==> config.mk <==
export PLATFORM = sky130hd
export DESIGN_NAME = clo_regs
export DESIGN_NICKNAME = d
export VERILOG_FILES = /design/src/hdl/clo_pkg.sv /design/src/hdl/clo_regs.sv
export SDC_FILE = /design/constraint.sdc
export NUM_CORES = 1
export LEC_CHECK = 0
export ABC_CLOCK_PERIOD_IN_PS = 900
export BUFFER_PORTS_ARGS = -buffer_cell sky130_fd_sc_hd__buf_2
export CORE_MARGIN = 2
export CORE_UTILIZATION = 38
export DETAILED_ROUTE_END_ITERATION = 7
export PLACE_DENSITY_LB_ADDON = 0.3
export SLEW_MARGIN = 5
export SYNTH_ARGS = -nofsm -noshare
export SYNTH_HDL_FRONTEND = slang
export SYNTH_SLANG_ARGS = --single-unit
==> constraint.sdc <==
create_clock -name clk -period 0.9 [get_ports clk]
set_input_delay 0.045 -clock clk [delete_from_list [all_inputs] [get_ports clk]]
set_output_delay 0.045 -clock clk [all_outputs]
set_load 0.02 [all_outputs]
==> src/hdl/clo_pkg.sv <==
// shared constants, codes and types for the circular log byte store
// no dependencies; used by every module of the block but clo_ram
package clo_pkg;

  localparam int STORE_DEPTH = 1024;
  localparam int ADDR_W      = $clog2(STORE_DEPTH);
  localparam int RLEN_W      = ADDR_W + 1;
  localparam int DATA_W      = 8;
  localparam int TGT_W       = RLEN_W + 2;

  localparam logic [DATA_W-1:0] ERASED = 8'hFF;

  // request function codes
  localparam logic [1:0] FUNC_APPEND = 2'd0;
  localparam logic [1:0] FUNC_READ   = 2'd1;
  localparam logic [1:0] FUNC_ERASE  = 2'd2;

  // result status codes
  localparam logic [1:0] STAT_NODATA  = 2'd0;
  localparam logic [1:0] STAT_OK      = 2'd1;
  localparam logic [1:0] STAT_CLEARED = 2'd2;

  // register indexes on the configuration port
  localparam logic [1:0] REG_START = 2'd0;
  localparam logic [1:0] REG_END   = 2'd1;
  localparam logic [1:0] REG_RLEN  = 2'd2;

  localparam logic [ADDR_W-1:0] START_RST = '0;
  localparam logic [ADDR_W-1:0] END_RST   = ADDR_W'(STORE_DEPTH - 1);
  localparam logic [RLEN_W-1:0] RLEN_RST  = RLEN_W'(64);

  typedef struct packed {
    logic [ADDR_W-1:0] start_addr;
    logic [ADDR_W-1:0] end_addr;
    logic [RLEN_W-1:0] record_length;
  } cfg_t;

  typedef struct packed {
    logic              we;
    logic [ADDR_W-1:0] waddr;
    logic [DATA_W-1:0] wdata;
    logic [ADDR_W-1:0] raddr;
  } mem_req_t;

endpackage

==> src/hdl/clo_regs.sv <==
// apb-style configuration registers: start address, end address, record length
// depends on clo_pkg
module clo_regs (
  input  logic             clk,
  input  logic             rst_n,
  input  logic             psel,
  input  logic             penable,
  input  logic             pwrite,
  input  logic [3:0]       paddr,
  input  logic [31:0]      pwdata,
  output logic [31:0]      prdata,
  output clo_pkg::cfg_t    cfg
);

  logic [clo_pkg::ADDR_W-1:0] start_r, start_nxt;
  logic [clo_pkg::ADDR_W-1:0] end_r, end_nxt;
  logic [clo_pkg::RLEN_W-1:0] rlen_r, rlen_nxt;
  logic                       wr_en;

  assign wr_en = psel && penable && pwrite;

  always_comb begin
    start_nxt = start_r;
    end_nxt   = end_r;
    rlen_nxt  = rlen_r;
    if (wr_en) begin
      case (paddr[3:2])
        clo_pkg::REG_START: start_nxt = pwdata[clo_pkg::ADDR_W-1:0];
        clo_pkg::REG_END:   end_nxt   = pwdata[clo_pkg::ADDR_W-1:0];
        clo_pkg::REG_RLEN:  rlen_nxt  = pwdata[clo_pkg::RLEN_W-1:0];
        default: ;
      endcase
    end
  end

  always_ff @(posedge clk) begin
    if (!rst_n) begin
      start_r <= clo_pkg::START_RST;
      end_r   <= clo_pkg::END_RST;
      rlen_r  <= clo_pkg::RLEN_RST;
    end else begin
      start_r <= start_nxt;
      end_r   <= end_nxt;
      rlen_r  <= rlen_nxt;
    end
  end

  always_comb begin
    case (paddr[3:2])
      clo_pkg::REG_START: prdata = 32'(start_r);
      clo_pkg::REG_END:   prdata = 32'(end_r);
      clo_pkg::REG_RLEN:  prdata = 32'(rlen_r);
      default:            prdata = '0;
    endcase
  end

  assign cfg.start_addr    = start_r;
  assign cfg.end_addr      = end_r;
  assign cfg.record_length = rlen_r;

endmodule

==> results of run 1 <==
-- logic make-up (layout without fill, tap and decap cells) --
kind of cell | Yosys count | in the layout | share of synthesized area
AND/OR/NAND/NOR | 60 | 60 | 0.170
AO/OA/AOI/OAI | 21 | 21 | 0.0806
buffers and inverters | 43 | 110 | 0.160
other | 1 | 21 | 0.00237
flip-flops | 31 | 31 | 0.392
multiplexers | 31 | 31 | 0.196
-- registers in the layout, indices dropped and copies added, names as in the netlist --
| register | count |
|---|---|
| start_r | 10 |
| end_r | 10 |
| rlen_r | 11 |
-- power by group through the flow --
| stage | Combinational [mW] | Sequential, mW | Clock [mW] |
|---|---|---|---|
| floorplan | 0.351 | 1.46 | 0 |
| detailed placement | 0.468 | 1.44 | 0 |
| global route | 0.606 | 1.41 | 1.16 |
| global placement | 0.467 | 1.44 | 0 |
| finish | 0.557 | 1.41 | 1.03 |
| CTS | 0.537 | 1.41 | 1.07 |
-- cells in the mapped netlist (all sizes together) --
cell	count
a21oi	2
and2	1
and3	1
and3b	1
buf	27
clkbuf	7
conb	1
dfxtp	31
inv	9
mux2i	31
nand2	41
nand2b	1
nand3	10
nor2b	3
nor3b	1
o211ai	9
o21ai	10
or3	1
-- cell usage in the layout, fill, tap and decap left out --
cell and n:
nand2b_1 1, dfxtp_1 9, nor2b_1 3, nor3b_2 1, buf_2 29, o211ai_1 9
or3_1 1, buf_6 39, dfxtp_2 22, mux2i_1 27, mux2i_2 3, dlygate4sd3_1 2
a21oi_1 2, mux2i_4 1, inv_1 9, buf_12 1, and3_1 1, and2_1 1
conb_1 21, nand3_1 10, nand2_1 41, buf_4 22, clkbuf_8 5, o21ai_2 10
clkinv_2 3, and3b_1 1
-- layout make-up --
class | count | area, µm²
clock buffers | 5 | 68.8
clock inverters | 3 | 15.0
fillers | 348 | 1540
inverters | 9 | 33.8
multi-input cells | 133 | 847
flip-flops and latches | 31 | 648
well taps | 50 | 62.6
repair buffers | 93 | 790
-- routing by layer --
metal	part of all wire	GRT usage
met1	0.46	0.253
met2	0.45	0.285
met3	0.084	0.0568
met4	0.015	0.0750
met5	0	0
-- how the worst max path moves through the flow --
| stage | from | to | slack, ps | cells past startpoint |
|---|---|---|---|---|
| global route | start_r[6] | prdata[6] | -200 | 3 |
| CTS | rlen_r[8] | prdata[8] | -140 | 3 |
| detailed placement | paddr[2] | end_r[1] | -190 | 4 |
| global placement | pwrite | start_r[2] | -150 | 5 |
| floorplan | pwrite | start_r[0] | 50 | 4 |
| finish | rlen_r[6] | prdata[6] | -150 | 3 |
-- repair_timing --
action                                  4_1_cts  5_1_grt
pin swaps                                     0        1
endpoints found under the setup margin       13       27
hold endpoints to repair                      2        0
resized for setup                            71       26
hold buffers                                  2        0
buffers inserted                             10        7
-- worst max-delay path, stage by stage, from the launching register on --
cell and delay, ps:
dfxtp_2 330, mux2i_2 180, o21ai_2 80, buf_6 130
-- through the flow --
stage / instances / instance area [µm²] / TNS [ps] / utilization
2_1_floorplan: 207 / 1700 / 0 / -
3_3_place_gp: 298 / 1970 / -2790 / 0.492
3_5_place_dp: 298 / 1970 / -3890 / 0.492
4_1_cts: 318 / 2340 / -1300 / 0.584
5_1_grt: 324 / 2460 / -2140 / 0.616
6_report: 324 / 2460 / -1280 / 0.616
==> out/metrics.cfg, run 1 <==
[status]
status = finished with violations
violations = setup timing

[drt]
drtIter0Drc = 30
vias = 1489
drt_pass1_iterations = 4
avgViaCountPerCell = 4.60
wl_per_cell_um = 12.6
postRouteAntennaNets = 0
routed_wl_um = 4070
drc = 0

[synthesis]
yosysTopAreaCellShare = 0.392
yosysTopAreaCell = dfxtp_1
synth.ff_latch_count = 31
ys_types = 19
avgSynthCellArea_um2 = 8.47
yosysWarnings = 0
synth.area.top_cells = dfxtp_1 (39%), mux2i_1 (20%), buf_4 (11%)
syn-instance-count = 187
ys_seq_area_frac = 0.392
synth_area_um2 = 1580

[timing]
min_period_ps = 1050
period_share = 1.16
fmax_ghz = 0.955
maxSlewViolCount = 0
fin_skew_ps = 0
grt_setup_unrepaired = true
setup_viol = 13
setup_slack_ps = -147
whs_ps = 21.1
hold_viol_final = 0

[die]
die_width_um = 68.6
coreArea_um2 = 4000
io_pins = 104
start_util = 0.396
row_count = 23
dieArea_um2 = 4700
die_y_um = 68.6

[power]
p_per_area_nw_per_um2 = 1220
cellLeakagePower_nw = 1.23
combPwrFrac = 0.185
intPower_mw = 2.15
sw_frac_of_total = 0.284
clockPowerShare = 0.344
ir_drop_uv = 925
p_sw_uw = 854
total_power_mw = 3.00
pwr-share-seq = 0.470

[layout]
drive_gt1_frac = 0.496
antenna_cells = 0
final_nets = 314
area_growth_pct = 55.6

[worst_setup_path]
cp-start-kind = register
crit_path_end_kind = output port
worstPathRequired_ps = 850
r2r_start = rlen_r[6]
path_max_fanout = 2
rrSetupSlack_ps = 50
reg2reg_to = rlen_r[6]
critical_path_class = reg -> out
cp.arrival_ps = 1000
reg2reg_depth = 4

[min_path]
hold_path_class = in -> reg
hold-path-endpoint = end_r[4]
hp-start = pwdata[4]
hold_depth = 3

[grt]
overflow = 0
grt_use_total = 0.189
grt_pass1_vias = 1366
grt_pass1_wl_um = 6510
grt_start_max_net_pins = 28
antenna_found_initial = 0

[clocking]
root_buffer = clkbuf_8
cts.sinks = 31
clk_pin_slew_worst_paths_ps = 70
cts_buffers = 5
clk_path_buf_depth = 2
clk_latency_ps = 280
cts_tree = yes
htreeDepth = 2

[run]
drv_cap = 0

[place]
io_buffers = 59
gp_congestion = 0.750
hpwlAfterDp_um = 2850
pre_cts_slack_ps = -193

Note: power is estimated with default switching activity, not from simulation.
==> run 2, diff against run 1 <==
--- a/config.mk
+++ b/config.mk
@@ -5,6 +5,7 @@
 export SDC_FILE = /design/constraint.sdc
 export NUM_CORES = 1
 export LEC_CHECK = 0
+export ABC_AREA = 1
 export ABC_CLOCK_PERIOD_IN_PS = 900
 export BUFFER_PORTS_ARGS = -buffer_cell sky130_fd_sc_hd__buf_2
 export CORE_MARGIN = 2
==> run 2 against run 1 <==
- the flow still finishes with violations (setup timing)
- critical endpoint is now prdata[5]
- critical path type unchanged
- combinational power grew 14%
- wire length up 9.5%
- flip-flop and latch count stayed put
- critical path depth is the same
==> out/metrics.cfg, run 2 <==
[status]
status = finished with violations  ; unchanged
violations = setup timing  ; unchanged

[grt]
grt_use_met3 = 0.0436  ; was 0.0568
overflow = 0  ; unchanged
grt_start_max_net_pins = 24  ; was 28
antenna_found_initial = 0  ; unchanged
use_met2 = 0.330  ; was 0.285
grt_pass1_wl_um = 7380  ; was 6510 µm
grt_pass1_vias = 1622  ; was 1366
grt_use_total = 0.188  ; was 0.189
busiest_layer = met2  ; unchanged
use_met1 = 0.227  ; was 0.253

[die]
dieArea_um2 = 4830  ; was 4700 µm²
coreArea_um2 = 4060  ; was 4000 µm²
io_pins = 104  ; unchanged
die_width_um = 69.5  ; was 68.6 µm
die_y_um = 69.5  ; was 68.6 µm
row_count = 23  ; unchanged
start_util = 0.402  ; was 0.396

[clocking]
clk_pin_slew_worst_paths_ps = 60  ; was 70 ps
cts.sinks = 31  ; unchanged
root_buffer = clkbuf_8  ; unchanged
cts_buffers = 5  ; unchanged
cts_tree = yes  ; unchanged
clk_latency_ps = 270  ; was 280 ps
htreeDepth = 2  ; unchanged
clk_path_buf_depth = 2  ; unchanged

[timing]
setup_viol = 11  ; was 13
period_share = 1.05  ; was 1.16
min_period_ps = 943  ; was 1050 ps
hold_viol_final = 0  ; unchanged
setup_tns_ps = -212  ; was -1280 ps
grt_setup_unrepaired = true  ; unchanged
maxSlewViolCount = 0  ; unchanged
fin_skew_ps = 0  ; unchanged
setup_slack_ps = -42.9  ; was -147 ps
whs_ps = 6.03  ; was 21.1 ps
fmax_ghz = 1.06  ; was 0.955 GHz

[synthesis]
ys_types = 17  ; was 19
synth.most_common_cell = nand2_1  ; unchanged
synth.area.top_cells = dfxtp_1 (38%), nand2_1 (17%), nand3_1 (13%)  ; was dfxtp_1 (39%), mux2i_1 (20%), buf_4 (11%)
synth.ff_latch_count = 31  ; unchanged
yosysWarnings = 0  ; unchanged
avgSynthCellArea_um2 = 6.63  ; was 8.47 µm²
synth_area_um2 = 1630  ; was 1580 µm²
ys.flop_type = dfxtp_1  ; unchanged
syn-instance-count = 246  ; was 187
yosysTopAreaCell = dfxtp_1  ; unchanged
netlist_top_cells_count = nand2_1 (75), nor2_1 (43), nand3_1 (41)  ; was nand2_1 (41), dfxtp_1 (31), mux2i_1 (31)
synth_edf_count = 0  ; unchanged
synthArstFlopShare = 0  ; unchanged
ys_seq_area_frac = 0.380  ; was 0.392
yosysTopAreaCellShare = 0.380  ; was 0.392

[layout]
drive_gt1_frac = 0.511  ; was 0.496
fin_cells = 365  ; was 324
design_area_um2 = 2320  ; was 2460 µm²
antenna_cells = 0  ; unchanged
area_growth_pct = 42.0  ; was 55.6%
mostFrequentLayoutCells = nand2_1 (46), buf_2 (45), nor2_1 (41)  ; was nand2_1 (41), buf_6 (39), buf_2 (29)
largest_register_ffs = 11  ; unchanged
largest_register = rlen_r  ; unchanged
fillers = 398  ; was 348
layout_commonest_cell = nand2_1  ; unchanged
final_core_util = 0.571  ; was 0.616
reg_top3 = rlen_r: 11 flops, end_r: 10 flops, start_r: 10 flops  ; unchanged
final_nets = 357  ; was 314

[drt]
drc = 0  ; unchanged
routed_wl_um = 4450  ; was 4070 µm
drtIter0Drc = 100  ; was 30
wl_per_cell_um = 12.2  ; was 12.6 µm
vias = 1670  ; was 1489
postRouteAntennaNets = 0  ; unchanged
drt_pass1_iterations = 4  ; unchanged
avgViaCountPerCell = 4.58  ; was 4.60

[place]
gp_congestion = 0.848  ; was 0.750
dp_cells = 356  ; was 298
place_area_um2 = 1940  ; was 1970 µm²
hpwlAfterDp_um = 3260  ; was 2850 µm
io_buffers = 59  ; unchanged
pre_cts_slack_ps = -69.8  ; was -193 ps

[worst_setup_path]
worstPathRequired_ps = 850  ; about the same
path_max_fanout = 3  ; was 2
cp.arrival_ps = 900  ; was 1000 ps
critical_path_class = reg -> out  ; unchanged
cp-start-kind = register  ; unchanged
crit_path_end_kind = output port  ; unchanged

[power]
total_power_mw = 3.04  ; was 3.00 mW
p_per_area_nw_per_um2 = 1310  ; was 1220 nW/µm²
cellLeakagePower_nw = 1.19  ; was 1.23 nW
ir_drop_uv = 852  ; was 925 µV

[run]
drv_cap = 0  ; unchanged

[min_path]
hold_path_class = in -> reg  ; unchanged

-- run 2: layout make-up --
cell class	instances	area, µm²	share of cell area
Tap cell	50	62.6	0.0270
Sequential cell	31	659	0.285
Inverter	16	60.1	0.0259
Clock buffer	6	72.6	0.0313
Multi-Input combinational cell	187	928	0.401
Timing Repair Buffer	75	534	0.231
-- run 2: repair_timing --
action,in CTS,in global routing
hold buffers,0,0
endpoints found under the hold margin,0,0
endpoints found under the setup margin,11,13
gates resized for setup,81,27
pin swaps,17,21
cloned,0,0
buffers inserted,2,1
-- run 2: final timing paths --
check | startpoint | end | slack (ps) | cells past startpoint
setup / recovery | start_r[5] | prdata[5] | -40 | 3
hold / removal | pwdata[1] | end_r[1] | 6 | 3
setup reg to reg | start_r[0] | start_r[0] | 250 | 2
hold reg to reg | end_r[6] | end_r[6] | 470 | 2
-- run 2: kinds of logic (layout without fill, tap and decap cells) --
group	after synthesis	after routing	share of synthesized area
other	1	21	0.00230
AND/OR/NAND/NOR	165	165	0.436
buffers and inverters	48	97	0.178
flip-flops	31	31	0.380
AO/OA/AOI/OAI	1	1	0.00306
-- run 2: power breakdown --
| group | internal [mW] | switching (mW) | total [mW] | leakage, nW |
|---|---|---|---|---|
| clock | 0.514 | 0.453 | 0.967 | 0.0371 |
| sequential | 1.41 | 0.0289 | 1.44 | 0.256 |
| combinational | 0.233 | 0.399 | 0.633 | 0.899 |
-- run 2: layer usage --
layer | part of all wire | wire length (µm) | vias to the layer above
met5 | 0 | 0 | -
met2 | 0.50 | 2230 | 65
met1 | 0.42 | 1860 | 747
met3 | 0.066 | 293 | 6
li1 | - | - | 852
met4 | 0.015 | 65 | 0
-- run 2: critical path, stage by stage, from the launching register on --
cell and delay (ps):
dfxtp_2 330, nand2_2 60, nand3_2 90, buf_6 140
==> run 3, diff against run 2 <==
--- a/config.mk
+++ b/config.mk
@@ -6,10 +6,12 @@
 export NUM_CORES = 1
 export LEC_CHECK = 0
 export ABC_AREA = 1
-export ABC_CLOCK_PERIOD_IN_PS = 900
+export ABC_CLOCK_PERIOD_IN_PS = 1010
 export BUFFER_PORTS_ARGS = -buffer_cell sky130_fd_sc_hd__buf_2
+export CELL_PAD_IN_SITES_DETAIL_PLACEMENT = 2
+export CELL_PAD_IN_SITES_GLOBAL_PLACEMENT = 2
 export CORE_MARGIN = 2
-export CORE_UTILIZATION = 38
+export CORE_UTILIZATION = 20
 export DETAILED_ROUTE_END_ITERATION = 7
 export PLACE_DENSITY_LB_ADDON = 0.3
 export SLEW_MARGIN = 5
==> constraint.sdc (replaced) <==
create_clock -name clk -period 1.01 [get_ports clk]
set_input_delay 0.0505 -clock clk [delete_from_list [all_inputs] [get_ports clk]]
set_output_delay 0.0505 -clock clk [all_outputs]
set_load 0.02 [all_outputs]
==> run 3 against run 2 <==
- the flow now finishes without violations
- utilization down 26 points
- sequential share of layout area down 1.4 points
- clock power up 5%
- critical path depth unchanged
- register-to-register slack improved by 60 ps
- count of clock-buffer cells in the layout unchanged
- global-route usage fell by 4.6 points
- non-clock buffer count grew 10
- sequential power down 12%
- design area rose by 4.4%
- largest cell class unchanged
==> out/metrics.cfg, run 3 (synthesized netlist as in run 2, its figures left out) <==
[clocking]
clk_pin_slew_worst_paths_ps = 70  ; was 60 ps
htreeDepth = 2  ; unchanged
cts_tree = yes  ; unchanged
clk_latency_ps = 280  ; was 270 ps
root_buffer = clkbuf_8  ; unchanged
cts_buffers = 5  ; unchanged
cts.sinks = 31  ; unchanged
clk_path_buf_depth = 2  ; unchanged

[place]
pre_cts_slack_ps = -99.9  ; was -69.8 ps
io_buffers = 59  ; unchanged
hpwlAfterDp_um = 4140  ; was 3260 µm
gp_congestion = 0.745  ; was 0.848

[power]
sw_frac_of_total = 0.303  ; was 0.290
p_per_area_nw_per_um2 = 1200  ; was 1310 nW/µm²
p_sw_uw = 882  ; was 881 µW
cellLeakagePower_nw = 1.23  ; was 1.19 nW
intPower_mw = 2.03  ; was 2.16 mW
pwr-share-seq = 0.438  ; was 0.473
ir_drop_uv = 400  ; was 852 µV
total_power_mw = 2.91  ; was 3.04 mW
clockPowerShare = 0.351  ; was 0.318
combPwrFrac = 0.212  ; was 0.208

[worst_setup_path]
crit_chain = nand2_1, nand3_2, buf_6  ; was nand2_2, nand3_2, buf_6
reg2reg_depth = 3  ; was 2
crit_buf_inv = 1  ; unchanged
critical_path_cell_count = 3  ; unchanged
slowest_delay_ps = 330  ; about the same
cp-start-kind = register  ; unchanged
worstPathRequired_ps = 960  ; was 850 ps
crit_path_end_kind = output port  ; unchanged
critical_path_class = reg -> out  ; unchanged
path_max_fanout = 3  ; unchanged
reg2reg_to = start_r[3]  ; was start_r[0]
r2r_start = start_r[3]  ; was start_r[0]
cp.arrival_ps = 920  ; was 900 ps
crit_path_top_delay_cell = dfxtp_2  ; unchanged
rrSetupSlack_ps = 310  ; was 250 ps
cp_top_family = flip-flops  ; unchanged

[grt]
grt_pass1_vias = 1857  ; was 1622
overflow = 0  ; unchanged
antenna_found_initial = 0  ; unchanged
grt_use_met3 = 0.0313  ; was 0.0436
use_met2 = 0.245  ; was 0.330
grt_start_max_net_pins = 32  ; was 24
grt_use_total = 0.142  ; was 0.188
grt_pass1_wl_um = 9570  ; was 7380 µm
use_met1 = 0.178  ; was 0.227
busiest_layer = met2  ; unchanged

[timing]
maxSlewViolCount = 0  ; unchanged
hold_viol_final = 0  ; unchanged
max-slew-margin-rel = 0.652
worst_slew_pin_slew_ps = 521
min_period_ps = 968
setup_viol = 0  ; was 11
fmax_ghz = 1.03
setup_slack_ps = 41.6  ; was -42.9 ps
fin_skew_ps = 0  ; unchanged
period_share = 0.959
grt_setup_unrepaired = true  ; unchanged

[min_path]
hp-start = pwdata[1]  ; unchanged
hold_depth = 3  ; unchanged
hold_path_class = in -> reg  ; unchanged
hold-path-endpoint = end_r[1]  ; unchanged

[layout]
largest_register_ffs = 11  ; unchanged
area_growth_pct = 48.2  ; was 42.0%
reg_top3 = rlen_r: 11 flops, end_r: 10 flops, start_r: 10 flops  ; unchanged
layout_commonest_cell = nand2_1  ; unchanged
final_nets = 367  ; was 357
largest_register = rlen_r  ; unchanged
final_core_util = 0.310  ; was 0.571
antenna_cells = 0  ; unchanged
mostFrequentLayoutCells = nand2_1 (70), buf_2 (48), nor2_1 (41)  ; was nand2_1 (46), buf_2 (45), nor2_1 (41)
drive_gt1_frac = 0.420  ; was 0.511

[die]
row_count = 32  ; was 23
coreArea_um2 = 7810  ; was 4060 µm²
die_y_um = 94.3  ; was 69.5 µm
die_width_um = 94.3  ; was 69.5 µm
io_pins = 104  ; unchanged
start_util = 0.209  ; was 0.402
dieArea_um2 = 8900  ; was 4830 µm²

[drt]
avgViaCountPerCell = 4.09  ; was 4.58
drc = 0  ; unchanged
routed_wl_um = 6050  ; was 4450 µm
drtIter0Drc = 47  ; was 100
wl_per_cell_um = 14.1  ; was 12.2 µm
postRouteAntennaNets = 0  ; unchanged
drt_pass1_iterations = 4  ; unchanged
vias = 1752  ; was 1670

[status]
status = finished, final reports clean  ; was finished with violations

[run]
drv_cap = 0  ; unchanged

[run 3: cell count changes in the layout (fill, tap and decap cells not counted), sizes merged]
cell,before,now
buf,75,80
bufbuf,0,1
clkbuf,6,7
clkinv,0,1
dlygate4sd3,0,3
[run 3: final cells by class]
| cell class | count | area [µm²] |
|---|---|---|
| fillers | 989 | 5390 |
| multi-input cells | 187 | 848 |
| flip-flops and latches | 31 | 654 |
| repair buffers | 85 | 641 |
| well taps | 102 | 128 |
| clock buffers | 6 | 82.6 |
| inverters | 16 | 60.1 |
| clock inverters | 1 | 5.00 |
[run 3: worst max-delay path by stage]
stage / to / start / slack [ps]
2_1_floorplan: prdata[10] / rlen_r[10] / 160
3_3_place_gp: end_r[1] / paddr[3] / -60
3_5_place_dp: end_r[0] / paddr[3] / -100
4_1_cts: prdata[5] / rlen_r[5] / 0.2
5_1_grt: prdata[8] / rlen_r[8] / -10
6_report: prdata[8] / rlen_r[8] / 40
[run 3: metal layers]
metal  up-vias  wire length, µm
met2        51             2910
met3         7              312
met1       820             2750
met4         0               76
met5         -                0
li1        874                -
[run 3: worst register-to-register path, cell delays in order, from the launching register on]
cell and delay [ps]:
dfxtp_2 320, buf_4 130, nor2_1 100, nor2_1 50
[run 3: power groups by stage]
stage,Combinational (mW),Sequential [mW],Clock [mW]
floorplan,0.341,1.33,0
global placement,0.517,1.30,0
detailed placement,0.525,1.30,0
CTS,0.566,1.27,1.06
global route,0.680,1.28,1.11
finish,0.617,1.27,1.02
[run 3: metrics by stage]
stage	TNS, ps	instances	instance area, µm²	hold slack (ps)
2_1_floorplan	0	266	1710	171
3_3_place_gp	-802	411	2070	281
3_5_place_dp	-1740	411	2070	292
4_1_cts	0	422	2250	4.17
5_1_grt	-27.2	428	2420	13.3
6_report	0	428	2420	6.37
[run 3: what timing repair did]
| item | in CTS | in global routing |
|---|---|---|
| hold buffers | 3 | 0 |
| pin swaps | 1 | 5 |
| cloned | 1 | 1 |
| endpoints found under the setup margin | 10 | 11 |
| setup buffers | 0 | 5 |
| hold endpoints to repair | 3 | 0 |
| gates resized for setup | 16 | 42 |
