**config.mk**
```make
export PLATFORM = sky130hd
export DESIGN_NAME = clo_seq
export DESIGN_NICKNAME = d
export VERILOG_FILES = /design/src/hdl/clo_pkg.sv /design/src/hdl/clo_seq.sv
export SDC_FILE = /design/constraint.sdc
export NUM_CORES = 1
export LEC_CHECK = 0
export ABC_CLOCK_PERIOD_IN_PS = 14800
export BUFFER_PORTS_ARGS = -buffer_cell sky130_fd_sc_hd__buf_4
export CAP_MARGIN = 10
export CORE_MARGIN = 2
export CORE_UTILIZATION = 61
export CTS_BUF_LIST = sky130_fd_sc_hd__clkbuf_16
export DETAILED_ROUTE_END_ITERATION = 16
export GPL_TIMING_DRIVEN = 0
export PLACE_DENSITY = 0.86
export REMOVE_ABC_BUFFERS = 1
export SLEW_MARGIN = 20
export SYNTH_ARGS = -nofsm -noshare
export SYNTH_HDL_FRONTEND = slang
export SYNTH_SLANG_ARGS = --single-unit
```
**constraint.sdc**
```tcl
create_clock -name clk -period 14.8 [get_ports clk]
set_input_delay 2.96 -clock clk [delete_from_list [all_inputs] [get_ports clk]]
set_output_delay 2.96 -clock clk [all_outputs]
set_load 0.1 [all_outputs]
```
**src/hdl/clo_pkg.sv**
```systemverilog
// shared constants, codes and types for the circular log byte store
// no dependencies; used by every module of the block but clo_ram
package clo_pkg;

  localparam int STORE_DEPTH = 1024;
  localparam int ADDR_W      = $clog2(STORE_DEPTH);
  localparam int RLEN_W      = ADDR_W + 1;
  localparam int DATA_W      = 8;
  localparam int TGT_W       = RLEN_W + 2;

  localparam logic [DATA_W-1:0] ERASED = 8'hFF;

  // request function codes
  localparam logic [1:0] FUNC_APPEND = 2'd0;
  localparam logic [1:0] FUNC_READ   = 2'd1;
  localparam logic [1:0] FUNC_ERASE  = 2'd2;

  // result status codes
  localparam logic [1:0] STAT_NODATA  = 2'd0;
  localparam logic [1:0] STAT_OK      = 2'd1;
  localparam logic [1:0] STAT_CLEARED = 2'd2;

  // register indexes on the configuration port
  localparam logic [1:0] REG_START = 2'd0;
  localparam logic [1:0] REG_END   = 2'd1;
  localparam logic [1:0] REG_RLEN  = 2'd2;

  localparam logic [ADDR_W-1:0] START_RST = '0;
  localparam logic [ADDR_W-1:0] END_RST   = ADDR_W'(STORE_DEPTH - 1);
  localparam logic [RLEN_W-1:0] RLEN_RST  = RLEN_W'(64);

  typedef struct packed {
    logic [ADDR_W-1:0] start_addr;
    logic [ADDR_W-1:0] end_addr;
    logic [RLEN_W-1:0] record_length;
  } cfg_t;

  typedef struct packed {
    logic              we;
    logic [ADDR_W-1:0] waddr;
    logic [DATA_W-1:0] wdata;
    logic [ADDR_W-1:0] raddr;
  } mem_req_t;

endpackage

```
**src/hdl/clo_seq.sv**
```systemverilog
// request sequencer: pipelined byte scan, append write, read-back, erase sweep
// depends on clo_pkg; drives the store ram through a clo_pkg::mem_req_t
module clo_seq (
  input  logic                        clk,
  input  logic                        rst_n,
  input  clo_pkg::cfg_t               cfg,
  input  logic                        in_valid,
  output logic                        in_ready,
  input  logic [1:0]                  in_func,
  input  logic [clo_pkg::DATA_W-1:0]  in_wr_data,
  input  logic [clo_pkg::ADDR_W-1:0]  in_offset,
  output logic                        out_valid,
  input  logic                        out_ready,
  output logic [1:0]                  out_status,
  output logic [clo_pkg::DATA_W-1:0]  out_read_data,
  output clo_pkg::mem_req_t           mem_req,
  input  logic [clo_pkg::DATA_W-1:0]  mem_rdata
);

  localparam logic [2:0] ST_INIT  = 3'd0;
  localparam logic [2:0] ST_IDLE  = 3'd1;
  localparam logic [2:0] ST_SCAN  = 3'd2;
  localparam logic [2:0] ST_RDTGT = 3'd3;
  localparam logic [2:0] ST_CLEAR = 3'd4;
  localparam logic [2:0] ST_DONE  = 3'd5;

  localparam int AW = clo_pkg::ADDR_W;
  localparam int DW = clo_pkg::DATA_W;
  localparam int TW = clo_pkg::TGT_W;

  logic [2:0]    state_r, state_nxt;
  logic [AW:0]   chk_r, chk_nxt;        // address whose data arrives this cycle
  logic [AW-1:0] ptr_r, ptr_nxt;        // log pointer
  logic          is_read_r, is_read_nxt;
  logic [DW-1:0] data_r, data_nxt;
  logic [AW-1:0] offs_r, offs_nxt;
  logic [AW-1:0] clr_r, clr_nxt;
  logic [1:0]    res_stat_r, res_stat_nxt;
  logic [DW-1:0] res_data_r, res_data_nxt;
  logic          out_valid_r, out_valid_nxt;
  logic [1:0]    out_stat_r, out_stat_nxt;
  logic [DW-1:0] out_data_r, out_data_nxt;

  logic          found;
  logic          clr_last;
  logic [AW:0]   chk_inc;
  logic signed [TW-1:0] target;

  assign found    = (mem_rdata == clo_pkg::ERASED);
  assign clr_last = (clr_r == AW'(clo_pkg::STORE_DEPTH - 1));
  assign chk_inc  = chk_r + (AW+1)'(1);
  assign target   = $signed(TW'(chk_r)) - $signed(TW'(cfg.record_length))
                  + $signed(TW'(offs_r));

  always_comb begin
    state_nxt     = state_r;
    chk_nxt       = chk_r;
    ptr_nxt       = ptr_r;
    is_read_nxt   = is_read_r;
    data_nxt      = data_r;
    offs_nxt      = offs_r;
    clr_nxt       = clr_r;
    res_stat_nxt  = res_stat_r;
    res_data_nxt  = res_data_r;
    out_valid_nxt = out_valid_r;
    out_stat_nxt  = out_stat_r;
    out_data_nxt  = out_data_r;
    mem_req.we    = 1'b0;
    mem_req.waddr = clr_r;
    mem_req.wdata = clo_pkg::ERASED;
    mem_req.raddr = chk_inc[AW-1:0];

    if (out_valid_r && out_ready) begin
      out_valid_nxt = 1'b0;
    end

    case (state_r)
      ST_INIT: begin
        mem_req.we = 1'b1;
        clr_nxt    = clr_r + AW'(1);
        if (clr_last) begin
          state_nxt = ST_IDLE;
        end
      end
      ST_IDLE: begin
        if (in_valid) begin
          data_nxt = in_wr_data;
          offs_nxt = in_offset;
          case (in_func)
            clo_pkg::FUNC_APPEND: begin
              mem_req.raddr = ptr_r;
              chk_nxt       = {1'b0, ptr_r};
              is_read_nxt   = 1'b0;
              state_nxt     = ST_SCAN;
            end
            clo_pkg::FUNC_READ: begin
              mem_req.raddr = cfg.start_addr;
              chk_nxt       = {1'b0, cfg.start_addr};
              is_read_nxt   = 1'b1;
              state_nxt     = ST_SCAN;
            end
            clo_pkg::FUNC_ERASE: begin
              clr_nxt      = '0;
              res_stat_nxt = clo_pkg::STAT_OK;
              res_data_nxt = '0;
              state_nxt    = ST_CLEAR;
            end
            default: begin
              res_stat_nxt = clo_pkg::STAT_NODATA;
              res_data_nxt = '0;
              state_nxt    = ST_DONE;
            end
          endcase
        end
      end
      ST_SCAN: begin
        if (found) begin
          if (!is_read_r) begin
            mem_req.we    = 1'b1;
            mem_req.waddr = chk_r[AW-1:0];
            mem_req.wdata = data_r;
            ptr_nxt       = chk_r[AW-1:0];
            res_stat_nxt  = clo_pkg::STAT_OK;
            res_data_nxt  = '0;
            state_nxt     = ST_DONE;
          end else if (target < $signed(TW'(cfg.start_addr))) begin
            ptr_nxt      = cfg.start_addr;
            res_stat_nxt = clo_pkg::STAT_NODATA;
            res_data_nxt = clo_pkg::ERASED;
            state_nxt    = ST_DONE;
          end else begin
            ptr_nxt       = target[AW-1:0];
            mem_req.raddr = target[AW-1:0];
            state_nxt     = ST_RDTGT;
          end
        end else if (chk_inc > {1'b0, cfg.end_addr}) begin
          if (!is_read_r) begin
            // log full: wipe the store and restart at the region start
            ptr_nxt      = cfg.start_addr;
            res_stat_nxt = clo_pkg::STAT_CLEARED;
            res_data_nxt = '0;
            clr_nxt      = '0;
            state_nxt    = ST_CLEAR;
          end else begin
            res_stat_nxt = clo_pkg::STAT_NODATA;
            res_data_nxt = clo_pkg::ERASED;
            state_nxt    = ST_DONE;
          end
        end else begin
          chk_nxt = chk_inc;
        end
      end
      ST_RDTGT: begin
        res_stat_nxt = clo_pkg::STAT_OK;
        res_data_nxt = mem_rdata;
        state_nxt    = ST_DONE;
      end
      ST_CLEAR: begin
        mem_req.we = 1'b1;
        clr_nxt    = clr_r + AW'(1);
        if (clr_last) begin
          state_nxt = ST_DONE;
        end
      end
      ST_DONE: begin
        if (!out_valid_r || out_ready) begin
          out_valid_nxt = 1'b1;
          out_stat_nxt  = res_stat_r;
          out_data_nxt  = res_data_r;
          state_nxt     = ST_IDLE;
        end
      end
      default: begin
        state_nxt = ST_IDLE;
      end
    endcase
  end

  always_ff @(posedge clk) begin
    if (!rst_n) begin
      state_r     <= ST_INIT;
      ptr_r       <= '0;
      clr_r       <= '0;
      out_valid_r <= 1'b0;
    end else begin
      state_r     <= state_nxt;
      ptr_r       <= ptr_nxt;
      clr_r       <= clr_nxt;
      out_valid_r <= out_valid_nxt;
    end
  end

  always_ff @(posedge clk) begin
    chk_r      <= chk_nxt;
    is_read_r  <= is_read_nxt;
    data_r     <= data_nxt;
    offs_r     <= offs_nxt;
    res_stat_r <= res_stat_nxt;
    res_data_r <= res_data_nxt;
    out_stat_r <= out_stat_nxt;
    out_data_r <= out_data_nxt;
  end

  assign in_ready      = (state_r == ST_IDLE);
  assign out_valid     = out_valid_r;
  assign out_status    = out_stat_r;
  assign out_read_data = out_data_r;

endmodule
```
==> impl_results.html, run 1 <==
<table>
<tr><th>Metric</th><th>Value</th></tr>
<tr><th colspan="2">Clocking</th></tr>
<tr><td>Cts-stage hold buffer count</td><td>0</td></tr>
<tr><td>Number of clock sinks</td><td>74</td></tr>
<tr><td>Post-CTS repair timing setup buffer count</td><td>0</td></tr>
<tr><td>Clock H-tree levels</td><td>3</td></tr>
<tr><td>Clock-pin transition on the worst setup and hold timing paths</td><td>0.07 ns</td></tr>
<tr><td>Clk Latency, worst-skew pair</td><td>0.34 ns</td></tr>
<tr><td>Maximum buffer depth of the clock tree</td><td>2</td></tr>
<tr><td>CTS tree</td><td>built</td></tr>
<tr><td>PostCTS Resize Cnt</td><td>0</td></tr>
<tr><td>CTS Buf Count</td><td>9</td></tr>
<tr><td>Root buf cell</td><td>sky130_fd_sc_hd__clkbuf_16</td></tr>
<tr><th colspan="2">Logic synthesis</th></tr>
<tr><td>Gate count of the mapped netlist</td><td>633</td></tr>
<tr><td>Number of flip-flops and latches in the synthesized netlist</td><td>74</td></tr>
<tr><td>Ys Warns</td><td>0</td></tr>
<tr><td>Proportion of netlist area held by the largest area contributor</td><td>26.5%</td></tr>
<tr><td>Sequential-to-total area share from yosys stat</td><td>35.0%</td></tr>
<tr><td>Number of enable-type register cells in the synthesized netlist</td><td>50</td></tr>
<tr><td>Most area-consuming cells after synthesis</td><td>sky130_fd_sc_hd__edfxtp_1 26%, sky130_fd_sc_hd__ha_1 9.9%, sky130_fd_sc_hd__dfxtp_1 8.5%, sky130_fd_sc_hd__mux2i_1 4.8%, sky130_fd_sc_hd__o21ai_0 3.7%</td></tr>
<tr><td>Library cell occupying the most area in the post-synthesis netlist</td><td>sky130_fd_sc_hd__edfxtp_1</td></tr>
<tr><td>Synthesized area divided by synthesized cell count</td><td>8.96 um^2</td></tr>
<tr><td>Ys async rst share</td><td>0%</td></tr>
<tr><td>Top cells by instance count after synthesis</td><td>55 x sky130_fd_sc_hd__inv_1, 55 x sky130_fd_sc_hd__nand2_1, 50 x sky130_fd_sc_hd__edfxtp_1</td></tr>
<tr><td>Count of cell types in the netlist</td><td>58</td></tr>
<tr><td>Most used flip-flop cell after synthesis</td><td>sky130_fd_sc_hd__edfxtp_1</td></tr>
<tr><td>Mapped Area</td><td>5670 um^2</td></tr>
<tr><th colspan="2">Finish</th></tr>
<tr><td>Filler Cells Inserted</td><td>680</td></tr>
<tr><td>Nets@finish</td><td>831</td></tr>
<tr><td>Fraction of layout cells with a size suffix above 1</td><td>20.8%</td></tr>
<tr><td>Antenna fix cells</td><td>0</td></tr>
<tr><td>Layout overhead on the synthesized area</td><td>20.0%</td></tr>
<tr><td>Final non-filler cell total</td><td>837</td></tr>
<tr><th colspan="2">Die</th></tr>
<tr><td>Floorplan die height</td><td>100 um</td></tr>
<tr><td>Floorplan die area</td><td>10100 um^2</td></tr>
<tr><td>Floorplan Core Area</td><td>9110 um^2</td></tr>
<tr><td>Chip width</td><td>100 um</td></tr>
<tr><td>Number of rows in the core area</td><td>35</td></tr>
<tr><td>I/O pin count</td><td>104</td></tr>
<tr><td>Effective utilization at floorplan</td><td>62.3%</td></tr>
<tr><th colspan="2">GRT</th></tr>
<tr><td>Number of global-route vias before repair</td><td>5163</td></tr>
<tr><td>Wire length of the first global-routing pass</td><td>24400 um</td></tr>
<tr><td>Total overflow reported by the global router</td><td>0</td></tr>
<tr><td>Initial antenna violation count</td><td>0</td></tr>
<tr><td>Pin count of the biggest net entering global routing</td><td>22</td></tr>
<tr><td>Global-route usage over all layers</td><td>31.1%</td></tr>
<tr><th colspan="2">Critical path</th></tr>
<tr><td>Data arrival time of the critical path</td><td>8.37 ns</td></tr>
<tr><td>Reg-to-Reg Start</td><td>chk_r[0]</td></tr>
<tr><td>Highest net fanout along the worst path</td><td>8</td></tr>
<tr><td>Classification of the worst setup path</td><td>in2out</td></tr>
<tr><td>Depth of the worst register-to-register path</td><td>21</td></tr>
<tr><td>Kind of start point of the critical path</td><td>primary input</td></tr>
<tr><td>Type of destination of the critical path</td><td>primary output</td></tr>
<tr><td>Data required time of the worst path</td><td>11.84 ns</td></tr>
<tr><td>Endpoint of the lowest-slack register-to-register path</td><td>res_data_r[0]</td></tr>
<tr><td>Internal reg-to-reg setup slack</td><td>8.68 ns</td></tr>
<tr><th colspan="2">Worst hold path</th></tr>
<tr><td>Class of the tightest hold or removal check</td><td>reg2reg</td></tr>
<tr><td>Worst hold path startpoint</td><td>res_data_r[3]</td></tr>
<tr><td>Cells on Worst Hold Path</td><td>0</td></tr>
<tr><td>Worst Hold Endpoint</td><td>out_read_data[3]</td></tr>
<tr><th colspan="2">Power and ir drop</th></tr>
<tr><td>Leakage</td><td>2.88 nW</td></tr>
<tr><td>Max VDD drop</td><td>72.5 uV</td></tr>
<tr><td>PwrDens</td><td>80.9 nW/um^2</td></tr>
<tr><th colspan="2">Route</th></tr>
<tr><td>Vias after detailed routing</td><td>5270</td></tr>
<tr><td>DRC marker count from the first detailed-route iteration</td><td>375</td></tr>
<tr><td>Post-detailed-route wirelength per cell</td><td>18.5 um</td></tr>
<tr><td>Remaining number of nets flagged by the antenna check after routing</td><td>0</td></tr>
<tr><td>Count of TritonRoute iterations in the first routing pass</td><td>5</td></tr>
<tr><td>Final routed DRC violation total</td><td>0</td></tr>
<tr><td>Wire length reported by the detailed router</td><td>15500 um</td></tr>
<tr><td>Number of vias per cell</td><td>6.30</td></tr>
<tr><th colspan="2">Status</th></tr>
<tr><td>Run status</td><td>complete, no violations</td></tr>
<tr><th colspan="2">Timing</th></tr>
<tr><td>Fmax achieved</td><td>88.2 MHz</td></tr>
<tr><td>Worst clock skew</td><td>0.00910 ns</td></tr>
<tr><td>Final Max Tran Viols</td><td>0</td></tr>
<tr><td>Final Hold Slack</td><td>0.419 ns</td></tr>
<tr><td>Final critical-path setup slack</td><td>3.47 ns</td></tr>
<tr><td>RSZ-0062 raised after global routing</td><td>no</td></tr>
<tr><td>Worst max-slew margin expressed relative to the limit</td><td>19.0%</td></tr>
<tr><td>Final worst path period share</td><td>76.6%</td></tr>
<tr><td>Transition time at the pin with the least slew margin</td><td>1.21 ns</td></tr>
<tr><td>Hold Vio Cnt, Final</td><td>0</td></tr>
<tr><td>Final total negative setup slack</td><td>0 ns</td></tr>
<tr><td>Final critical-path required period</td><td>11.33 ns</td></tr>
<tr><td>Count of final setup violators</td><td>0</td></tr>
<tr><th colspan="2">Run</th></tr>
<tr><td>Maxcap violations</td><td>0</td></tr>
<tr><th colspan="2">Placement</th></tr>
<tr><td>Placer Congestion</td><td>0.939</td></tr>
<tr><td>Number of port buffers</td><td>103</td></tr>
<tr><td>Placed Cells</td><td>821</td></tr>
<tr><td>Pre-CTS setup slack</td><td>3.57 ns</td></tr>
<tr><td>Post-detailed-placement half-perimeter wirelength</td><td>11700 um</td></tr>
</table>
==> how the worst max path moves through the flow <==
stage	from	to	slack, ns
2_1_floorplan	cfg[1]	mem_req[6]	2.75
3_3_place_gp	cfg[0]	mem_req[1]	3.60
3_5_place_dp	cfg[0]	mem_req[1]	3.57
4_1_cts	cfg[0]	mem_req[0]	3.55
5_1_grt	cfg[0]	mem_req[1]	3.09
6_report	cfg[1]	mem_req[1]	3.47
==> state kept, by name, summed over array words and instances, names as in the netlist <==
signal         cells
ptr_r             10
out_read_data      8
is_read_r          1
data_r             8
offs_r            10
out_valid          1
chk_r             11
res_stat_r         2
res_data_r         8
clr_r             10
state_r            3
out_status         2
==> cells by family after synthesis <==
| logic type | Yosys count | share of synthesized area, % |
|---|---|---|
| adder cells (fa/ha/maj) | 47 | 10.6 |
| buffers and inverters | 83 | 5.80 |
| flip-flops | 74 | 35.0 |
| multiplexers | 41 | 7.55 |
| AND/OR/NAND/NOR | 181 | 15.9 |
| XOR/XNOR | 29 | 4.48 |
| AO/OA/AOI/OAI | 178 | 20.7 |
==> cells in the final DEF (no fill, tap or decap), drive strengths merged, types with 7 or more instances in the layout <==
master,Yosys,final
a211oi,12,12
a21o,16,16
a21oi,40,40
a22oi,7,7
and2,8,8
buf,9,105
clkbuf,19,9
dfxtp,24,24
edfxtp,50,50
ha,45,45
inv,55,58
mux2,14,14
mux2i,27,27
nand2,56,56
nand2b,9,9
nand3,12,12
nand4,10,10
nor2,39,39
nor3,8,8
o211ai,13,13
o21ai,42,42
o221ai,7,7
or3,10,10
xnor2,24,24
==> worst max-delay path, cell delays in order <==
cell,delay (ns)
sky130_fd_sc_hd__buf_4,0.11
sky130_fd_sc_hd__inv_1,0.09
sky130_fd_sc_hd__ha_1,0.23
sky130_fd_sc_hd__nor2b_1,0.14
sky130_fd_sc_hd__o31a_1,0.28
sky130_fd_sc_hd__o21ai_0,0.51
sky130_fd_sc_hd__xnor2_1,0.18
sky130_fd_sc_hd__ha_1,0.24
sky130_fd_sc_hd__or3_1,0.39
sky130_fd_sc_hd__o21ai_0,0.21
sky130_fd_sc_hd__xnor2_1,0.24
sky130_fd_sc_hd__ha_1,0.31
sky130_fd_sc_hd__and4_1,0.22
sky130_fd_sc_hd__a21oi_1,0.18
sky130_fd_sc_hd__o221a_2,0.23
sky130_fd_sc_hd__o211ai_1,0.09
sky130_fd_sc_hd__or4_4,0.47
sky130_fd_sc_hd__nand4_1,0.43
sky130_fd_sc_hd__a21oi_1,0.20
sky130_fd_sc_hd__o221ai_1,0.30
sky130_fd_sc_hd__buf_4,0.35
==> layout make-up <==
class	count	area [um^2]	share of cell area (%)
repair buffers	105	796	11.7
flip-flops and latches	74	1980	29.1
multi-input cells	476	3370	49.6
clock inverters	7	83.8	1.23
well taps	111	139	2.04
clock buffers	9	225	3.31
inverters	55	206	3.03
==> routing by layer <==
metal  GRT usage, %  vias up  share of wire, %
met4           16.6        0               4.8
met5              0        -                 0
met2           51.0      305                47
met3           6.48       59               9.6
met1           38.4     2403                39
li1               -     2503                 -
==> per-stage QoR <==
| step | util [%] | power (W) | cell area, um^2 |
|---|---|---|---|
| 4_1_cts | 74.7 | 0.000549 | 6800 |
| 6_report | 74.7 | 0.000550 | 6800 |
| 2_1_floorplan | - | 0.000291 | 5550 |
| 3_3_place_gp | 70.9 | 0.000319 | 6460 |
| 3_5_place_dp | 71.3 | 0.000324 | 6490 |
| 5_1_grt | 74.7 | 0.000569 | 6800 |
==> power breakdown <==
part	internal [W]	leakage, nW	switching [W]
combinational	0.0000445	2.16	0.0000571
clock	0.000134	0.149	0.0000946
sequential	0.000220	0.576	0.000000925
No activity file was read; power rests on OpenSTA's default activity.
==> inputs of run 2 (changes only) <==
Settings changed: ABC_CLOCK_PERIOD_IN_PS 14800 to 11100, CORE_UTILIZATION 61 to 57, PLACE_DENSITY 0.86 to 0.81.
Clock period 14.8 ns to 11.1 ns, I/O delays scaled along.
==> run 2 against run 1 <==
  * Combinational power increased by 31%
  * Non-clock buffer count unchanged
  * Sequential share of layout area decreased by 0.13 points
  * Final area increased by 0.44%
  * Worst setup slack got worse by 2.3 ns
  * Wire length decreased by 1.1%
  * Clock power increased by 34%
  * Cell count increased by 2.6%
  * Worst hold slack about the same
  * Global-route usage decreased by 3.1 points
  * Sequential power increased by 33%
  * Clock skew decreased by 0.0014 ns
  * Highest routed layer unchanged
==> impl_results.html, run 2 (synthesized netlist as in run 1, its figures left out) <==
<table>
<tr><th>Metric</th><th>Value</th></tr>
<tr><th colspan="2">Status</th></tr>
<tr><td>Run status</td><td>complete, no violations</td></tr>
<tr><th colspan="2">Route</th></tr>
<tr><td>Vias after detailed routing</td><td>5211</td></tr>
<tr><td>Final routed DRC violation total</td><td>0</td></tr>
<tr><td>DRC marker count from the first detailed-route iteration</td><td>338</td></tr>
<tr><td>Post-detailed-route wirelength per cell</td><td>17.8 um</td></tr>
<tr><td>Wire length reported by the detailed router</td><td>15300 um</td></tr>
<tr><td>Count of TritonRoute iterations in the first routing pass</td><td>5</td></tr>
<tr><td>Number of vias per cell</td><td>6.07</td></tr>
<tr><td>Remaining number of nets flagged by the antenna check after routing</td><td>0</td></tr>
<tr><th colspan="2">Die</th></tr>
<tr><td>Number of rows in the core area</td><td>36</td></tr>
<tr><td>Floorplan die area</td><td>10800 um^2</td></tr>
<tr><td>I/O pin count</td><td>104</td></tr>
<tr><td>Floorplan die height</td><td>104 um</td></tr>
<tr><td>Chip width</td><td>104 um</td></tr>
<tr><td>Floorplan Core Area</td><td>9730 um^2</td></tr>
<tr><td>Effective utilization at floorplan</td><td>58.3%</td></tr>
<tr><th colspan="2">Clocking</th></tr>
<tr><td>PostCTS Resize Cnt</td><td>0</td></tr>
<tr><td>CTS Buf Count</td><td>9</td></tr>
<tr><td>Post-CTS repair timing setup buffer count</td><td>0</td></tr>
<tr><td>Maximum buffer depth of the clock tree</td><td>2</td></tr>
<tr><td>Root buf cell</td><td>sky130_fd_sc_hd__clkbuf_16</td></tr>
<tr><td>Clk Latency, worst-skew pair</td><td>0.34 ns</td></tr>
<tr><td>Clock H-tree levels</td><td>3</td></tr>
<tr><td>Clock-pin transition on the worst setup and hold timing paths</td><td>0.06 ns</td></tr>
<tr><td>Number of clock sinks</td><td>74</td></tr>
<tr><td>CTS tree</td><td>built</td></tr>
<tr><td>Cts-stage hold buffer count</td><td>0</td></tr>
<tr><th colspan="2">Timing</th></tr>
<tr><td>Worst clock skew</td><td>0.00769 ns</td></tr>
<tr><td>Fmax achieved</td><td>101 MHz</td></tr>
<tr><td>Hold Vio Cnt, Final</td><td>0</td></tr>
<tr><td>Count of final setup violators</td><td>0</td></tr>
<tr><td>Final total negative setup slack</td><td>0 ns</td></tr>
<tr><td>Final Hold Slack</td><td>0.419 ns</td></tr>
<tr><td>Final worst path period share</td><td>89.4%</td></tr>
<tr><td>Final critical-path required period</td><td>9.93 ns</td></tr>
<tr><td>Final Max Tran Viols</td><td>0</td></tr>
<tr><td>Final critical-path setup slack</td><td>1.17 ns</td></tr>
<tr><td>Transition time at the pin with the least slew margin</td><td>0.956 ns</td></tr>
<tr><td>Worst max-slew margin expressed relative to the limit</td><td>36.0%</td></tr>
<tr><td>RSZ-0062 raised after global routing</td><td>no</td></tr>
<tr><th colspan="2">Placement</th></tr>
<tr><td>Placer Congestion</td><td>0.928</td></tr>
<tr><td>Number of port buffers</td><td>103</td></tr>
<tr><td>Post-detailed-placement half-perimeter wirelength</td><td>11700 um</td></tr>
<tr><td>Pre-CTS setup slack</td><td>1.33 ns</td></tr>
<tr><th colspan="2">Critical path</th></tr>
<tr><td>Highest net fanout along the worst path</td><td>8</td></tr>
<tr><td>CP max-delay cell</td><td>sky130_fd_sc_hd__or4_4</td></tr>
<tr><td>Classification of the worst setup path</td><td>in2out</td></tr>
<tr><td>Data arrival time of the critical path</td><td>7.71 ns</td></tr>
<tr><td>Max stage delay on crit path</td><td>0.46 ns</td></tr>
<tr><td>Data required time of the worst path</td><td>8.88 ns</td></tr>
<tr><td>Critical path cell sequence</td><td>buf_4, ha_1, inv_1, fa_1, a211oi_1, o21bai_1, a21oi_1, xnor2_1, ha_1, or3_1, o21ai_0, xnor2_1, ha_1, and4_1, a21oi_1, o221a_2, o211ai_1, or4_4, nand4_1, a21oi_1, o221ai_1, buf_4</td></tr>
<tr><td>Type of destination of the critical path</td><td>primary output</td></tr>
<tr><td>Kind of start point of the critical path</td><td>primary input</td></tr>
<tr><th colspan="2">Power and ir drop</th></tr>
<tr><td>PwrDens</td><td>107 nW/um^2</td></tr>
<tr><td>Max VDD drop</td><td>63.6 uV</td></tr>
<tr><td>Leakage</td><td>2.88 nW</td></tr>
<tr><th colspan="2">GRT</th></tr>
<tr><td>Total overflow reported by the global router</td><td>0</td></tr>
<tr><td>Pin count of the biggest net entering global routing</td><td>22</td></tr>
<tr><td>Initial antenna violation count</td><td>0</td></tr>
<tr><td>Number of global-route vias before repair</td><td>5018</td></tr>
<tr><td>Wire length of the first global-routing pass</td><td>24300 um</td></tr>
<tr><td>Global-route usage over all layers</td><td>27.9%</td></tr>
<tr><th colspan="2">Run</th></tr>
<tr><td>Maxcap violations</td><td>0</td></tr>
<tr><th colspan="2">Finish</th></tr>
<tr><td>Final standard cell utilization of the core</td><td>70.2%</td></tr>
<tr><td>Filler Cells Inserted</td><td>769</td></tr>
<tr><td>Nets@finish</td><td>831</td></tr>
<tr><td>Most frequent standard cell in the layout excluding fill and tap cells</td><td>sky130_fd_sc_hd__buf_4</td></tr>
<tr><td>Layout overhead on the synthesized area</td><td>20.5%</td></tr>
<tr><td>Commonest cells after routing, fill and taps aside</td><td>104 x sky130_fd_sc_hd__buf_4, 55 x sky130_fd_sc_hd__inv_1, 55 x sky130_fd_sc_hd__nand2_1</td></tr>
<tr><td>Fraction of layout cells with a size suffix above 1</td><td>20.9%</td></tr>
<tr><td>Register with the highest flop count</td><td>chk_r</td></tr>
<tr><td>Antenna fix cells</td><td>0</td></tr>
<tr><td>Flip-flop count of the largest register, all copies and words added</td><td>11</td></tr>
<tr><th colspan="2">Worst hold path</th></tr>
<tr><td>Class of the tightest hold or removal check</td><td>reg2reg</td></tr>
</table>
==> run 2: path summary, 6_finish.rpt <==
check	from	end	slack [ns]	cells past startpoint
min reg2reg	res_data_r[5]	out_read_data[5]	0.42	0
max	cfg[0]	mem_req[0]	1.17	22
min	res_data_r[5]	out_read_data[5]	0.42	0
max reg2reg	chk_r[0]	res_data_r[5]	4.81	21
==> run 2: routing by layer <==
| metal | wire length [um] | share of wire [%] | GRT usage, % |
|---|---|---|---|
| met4 | 533 | 3.5 | 11.6 |
| met5 | 0 | 0 | 0 |
| met3 | 1180 | 7.7 | 4.47 |
| met2 | 7210 | 47 | 47.2 |
| met1 | 6380 | 42 | 35.8 |
==> run 2: per-stage QoR <==
step / instance area [um^2] / total power (W) / cells
detailed placement: 6520 / 0.000431 / 843
global route: 6830 / 0.000757 / 859
global placement: 6490 / 0.000427 / 841
finish: 6830 / 0.000733 / 859
floorplan: 5550 / 0.000388 / 605
CTS: 6830 / 0.000730 / 859
==> run 2: worst max-delay path, delay by kind of cell <==
family | cells | cell delay (ns)
compound gates | 9 | 2.05
simple gates | 4 | 1.47
fa+ha+maj | 4 | 1.09
buf+inv | 3 | 0.48
xor+xnor | 2 | 0.37
==> run 2: final cells by class <==
class                   instances  area, um^2  area share, %
clock buffers                   9         225           3.30
multi-input cells             476        3380           49.4
flip-flops and latches         74        1980           29.0
inverters                      55         206           3.02
clock inverters                 7        83.8           1.23
well taps                     133         166           2.44
repair buffers                105         792           11.6
==> run 2: where the power goes <==
part	internal (W)	leakage, nW	switching (W)
Sequential	0.000293	0.576	0.00000123
Combinational	0.0000591	2.16	0.0000751
Clock	0.000178	0.149	0.000127
Total	0.000530	2.88	0.000203
==> inputs of run 3 (changes only) <==
--- a/config.mk
+++ b/config.mk
@@ -7,5 +7,5 @@
 export LEC_CHECK = 0
 export ABC_CLOCK_PERIOD_IN_PS = 11100
-export BUFFER_PORTS_ARGS = -buffer_cell sky130_fd_sc_hd__buf_4
+export BUFFER_PORTS_ARGS = -buffer_cell sky130_fd_sc_hd__buf_2
 export CAP_MARGIN = 10
 export CORE_MARGIN = 2
@@ -20,2 +20,3 @@
 export SYNTH_HDL_FRONTEND = slang
 export SYNTH_SLANG_ARGS = --single-unit
+export TNS_END_PERCENT = 100
==> constraint.sdc (replaced) <==
create_clock -name clk -period 11.1 [get_ports clk]
set_input_delay 0.555 -clock clk [delete_from_list [all_inputs] [get_ports clk]]
set_output_delay 0.555 -clock clk [all_outputs]
set_load 0.1 [all_outputs]
==> run 3 against run 2 <==
  * Wire length hardly changed
  * Clock-buffer cell count is 1 higher
  * Via count is 0.21% higher
  * Non-clock buffer count stayed put
  * Worst hold slack worse by 0.030 ns
  * Critical path type is now reg2out
  * Highest routed layer unchanged
==> impl_results.html, run 3 (synthesized netlist as in run 1, its figures left out) <==
<table>
<tr><th>Metric</th><th>Value</th></tr>
<tr><th colspan="2">Status</th></tr>
<tr><td>Run status</td><td>complete, no violations</td></tr>
<tr><th colspan="2">Worst hold path</th></tr>
<tr><td>Class of the tightest hold or removal check</td><td>in2reg</td></tr>
<tr><td>Cells on Worst Hold Path</td><td>1</td></tr>
<tr><th colspan="2">Clocking</th></tr>
<tr><td>CTS Buf Count</td><td>9</td></tr>
<tr><td>CTS tree</td><td>built</td></tr>
<tr><td>Root buf cell</td><td>sky130_fd_sc_hd__clkbuf_16</td></tr>
<tr><td>Clock H-tree levels</td><td>3</td></tr>
<tr><td>Maximum buffer depth of the clock tree</td><td>2</td></tr>
<tr><td>Cts-stage hold buffer count</td><td>0</td></tr>
<tr><td>Clk Latency, worst-skew pair</td><td>0.34 ns</td></tr>
<tr><td>Post-CTS repair timing setup buffer count</td><td>0</td></tr>
<tr><td>Clock-pin transition on the worst setup and hold timing paths</td><td>0.06 ns</td></tr>
<tr><td>PostCTS Resize Cnt</td><td>0</td></tr>
<tr><td>Number of clock sinks</td><td>74</td></tr>
<tr><th colspan="2">Critical path</th></tr>
<tr><td>Classification of the worst setup path</td><td>reg2out</td></tr>
<tr><td>Critical path cell sequence</td><td>inv_1, ha_1, inv_1, fa_1, a211oi_1, o21bai_1, a21oi_1, xnor2_1, ha_1, or3_1, o21ai_0, xnor2_1, ha_1, and4_1, a21oi_1, o221a_2, o211ai_1, or4_4, nand4_1, a21oi_1, o221ai_1, buf_2</td></tr>
<tr><td>CP max-delay cell</td><td>sky130_fd_sc_hd__edfxtp_1</td></tr>
<tr><td>Max stage delay on crit path</td><td>0.55 ns</td></tr>
<tr><td>Highest net fanout along the worst path</td><td>9</td></tr>
<tr><td>Data required time of the worst path</td><td>10.55 ns</td></tr>
<tr><td>Data arrival time of the critical path</td><td>6.73 ns</td></tr>
<tr><td>Kind of start point of the critical path</td><td>register</td></tr>
<tr><td>Type of destination of the critical path</td><td>primary output</td></tr>
<tr><td>Depth of the worst register-to-register path</td><td>21</td></tr>
<tr><th colspan="2">Die</th></tr>
<tr><td>Floorplan die area</td><td>10800 um^2</td></tr>
<tr><td>Floorplan Core Area</td><td>9730 um^2</td></tr>
<tr><td>Floorplan die height</td><td>104 um</td></tr>
<tr><td>Chip width</td><td>104 um</td></tr>
<tr><td>I/O pin count</td><td>104</td></tr>
<tr><td>Effective utilization at floorplan</td><td>58.3%</td></tr>
<tr><td>Number of rows in the core area</td><td>36</td></tr>
<tr><th colspan="2">Power and ir drop</th></tr>
<tr><td>PwrDens</td><td>110 nW/um^2</td></tr>
<tr><td>Overall power</td><td>0.000721 W</td></tr>
<tr><td>Leakage</td><td>2.79 nW</td></tr>
<tr><td>Max VDD drop</td><td>80.6 uV</td></tr>
<tr><th colspan="2">Timing</th></tr>
<tr><td>Count of final setup violators</td><td>0</td></tr>
<tr><td>Worst clock skew</td><td>0.0105 ns</td></tr>
<tr><td>Final Max Tran Viols</td><td>0</td></tr>
<tr><td>Transition time at the pin with the least slew margin</td><td>0.936 ns</td></tr>
<tr><td>Final critical-path setup slack</td><td>3.82 ns</td></tr>
<tr><td>Fmax achieved</td><td>137 MHz</td></tr>
<tr><td>Hold Vio Cnt, Final</td><td>0</td></tr>
<tr><td>Worst max-slew margin expressed relative to the limit</td><td>37.4%</td></tr>
<tr><td>Final critical-path required period</td><td>7.28 ns</td></tr>
<tr><td>Final total negative setup slack</td><td>0 ns</td></tr>
<tr><td>RSZ-0062 raised after global routing</td><td>no</td></tr>
<tr><td>Final worst path period share</td><td>65.6%</td></tr>
<tr><th colspan="2">GRT</th></tr>
<tr><td>Global-route usage over all layers</td><td>28.1%</td></tr>
<tr><td>Initial antenna violation count</td><td>0</td></tr>
<tr><td>Pin count of the biggest net entering global routing</td><td>22</td></tr>
<tr><td>Total overflow reported by the global router</td><td>0</td></tr>
<tr><td>Wire length of the first global-routing pass</td><td>24500 um</td></tr>
<tr><td>Number of global-route vias before repair</td><td>5083</td></tr>
<tr><th colspan="2">Route</th></tr>
<tr><td>Count of TritonRoute iterations in the first routing pass</td><td>6</td></tr>
<tr><td>Wire length reported by the detailed router</td><td>15300 um</td></tr>
<tr><td>Remaining number of nets flagged by the antenna check after routing</td><td>0</td></tr>
<tr><td>Final routed DRC violation total</td><td>0</td></tr>
<tr><td>Vias after detailed routing</td><td>5222</td></tr>
<tr><td>Number of vias per cell</td><td>6.08</td></tr>
<tr><td>Post-detailed-route wirelength per cell</td><td>17.8 um</td></tr>
<tr><td>DRC marker count from the first detailed-route iteration</td><td>355</td></tr>
<tr><th colspan="2">Finish</th></tr>
<tr><td>Nets@finish</td><td>831</td></tr>
<tr><td>Fraction of layout cells with a size suffix above 1</td><td>20.9%</td></tr>
<tr><td>Sequential cell area</td><td>1980 um^2</td></tr>
<tr><td>Commonest cells after routing, fill and taps aside</td><td>103 x sky130_fd_sc_hd__buf_2, 55 x sky130_fd_sc_hd__inv_1, 55 x sky130_fd_sc_hd__nand2_1</td></tr>
<tr><td>Most frequent standard cell in the layout excluding fill and tap cells</td><td>sky130_fd_sc_hd__buf_2</td></tr>
<tr><td>Register with the highest flop count</td><td>chk_r</td></tr>
<tr><td>Area occupied by multi-input gates</td><td>3380 um^2</td></tr>
<tr><td>Filler Cells Inserted</td><td>800</td></tr>
<tr><td>Flip-flop count of the largest register, all copies and words added</td><td>11</td></tr>
<tr><td>Layout overhead on the synthesized area</td><td>16.0%</td></tr>
<tr><td>Antenna fix cells</td><td>0</td></tr>
<tr><th colspan="2">Placement</th></tr>
<tr><td>Pre-CTS setup slack</td><td>4.31 ns</td></tr>
<tr><td>Placer Congestion</td><td>0.908</td></tr>
<tr><td>Number of port buffers</td><td>103</td></tr>
<tr><td>Post-detailed-placement half-perimeter wirelength</td><td>11500 um</td></tr>
<tr><th colspan="2">Run</th></tr>
<tr><td>Maxcap violations</td><td>0</td></tr>
</table>
-- run 3: cell types whose count changed in the layout (fill, tap and decap cells not counted), sizes merged --
cell    delta
bufinv     -1
clkbuf     +1
clkinv     -1
inv        +1
-- run 3: final cells by class --
type	count	share of cell area (%)
timing repair buffer	105	8.18
multi-input combinational	476	51.4
clock inverter	6	0.818
clock buffer	10	3.81
tap	133	2.53
sequential	74	30.1
inverter	55	3.14
-- run 3: power by group --
part	internal [W]	switching, W	leakage [nW]
logic	0.0000527	0.0000766	2.06
clock network	0.000169	0.000128	0.147
registers	0.000293	0.00000112	0.576
total	0.000515	0.000206	2.79
-- run 3: worst max-delay path, delay by kind of cell (launching register included) --
family | cells | cell delay, ns
AO/OA/AOI/OAI | 9 | 2.07
XOR/XNOR | 2 | 0.35
adder cells (fa/ha/maj) | 4 | 1.15
buffers and inverters | 3 | 0.77
flip-flops | 1 | 0.55
AND/OR/NAND/NOR | 4 | 1.48
-- run 3: per-layer routing --
metal / vias up / track usage [%] / wire, um
li1: 2507 / - / -
met1: 2371 / 35.3 / 6300
met2: 297 / 48.7 / 7210
met3: 47 / 3.21 / 1160
met4: 0 / 12.5 / 650
met5: - / 0 / 0
-- run 3: final timing paths --
kind | from | to | slack, ns
max | chk_r[0] | mem_req[1] | 3.82
min | in_offset[2] | offs_r[2] | 0.39
max reg2reg | chk_r[0] | res_data_r[4] | 4.87
min reg2reg | res_data_r[4] | out_read_data[4] | 0.42
-- run 3: per-stage QoR --
stage | util [%] | cells | instance area [um^2] | hold WS (ns)
4_1_cts | 67.6 | 859 | 6570 | 0.393
3_3_place_gp | 64.0 | 841 | 6230 | 0.402
2_1_floorplan | - | 605 | 5550 | 0.400
6_report | 67.6 | 859 | 6580 | 0.389
3_5_place_dp | 64.4 | 843 | 6270 | 0.405
5_1_grt | 67.6 | 859 | 6580 | 0.389
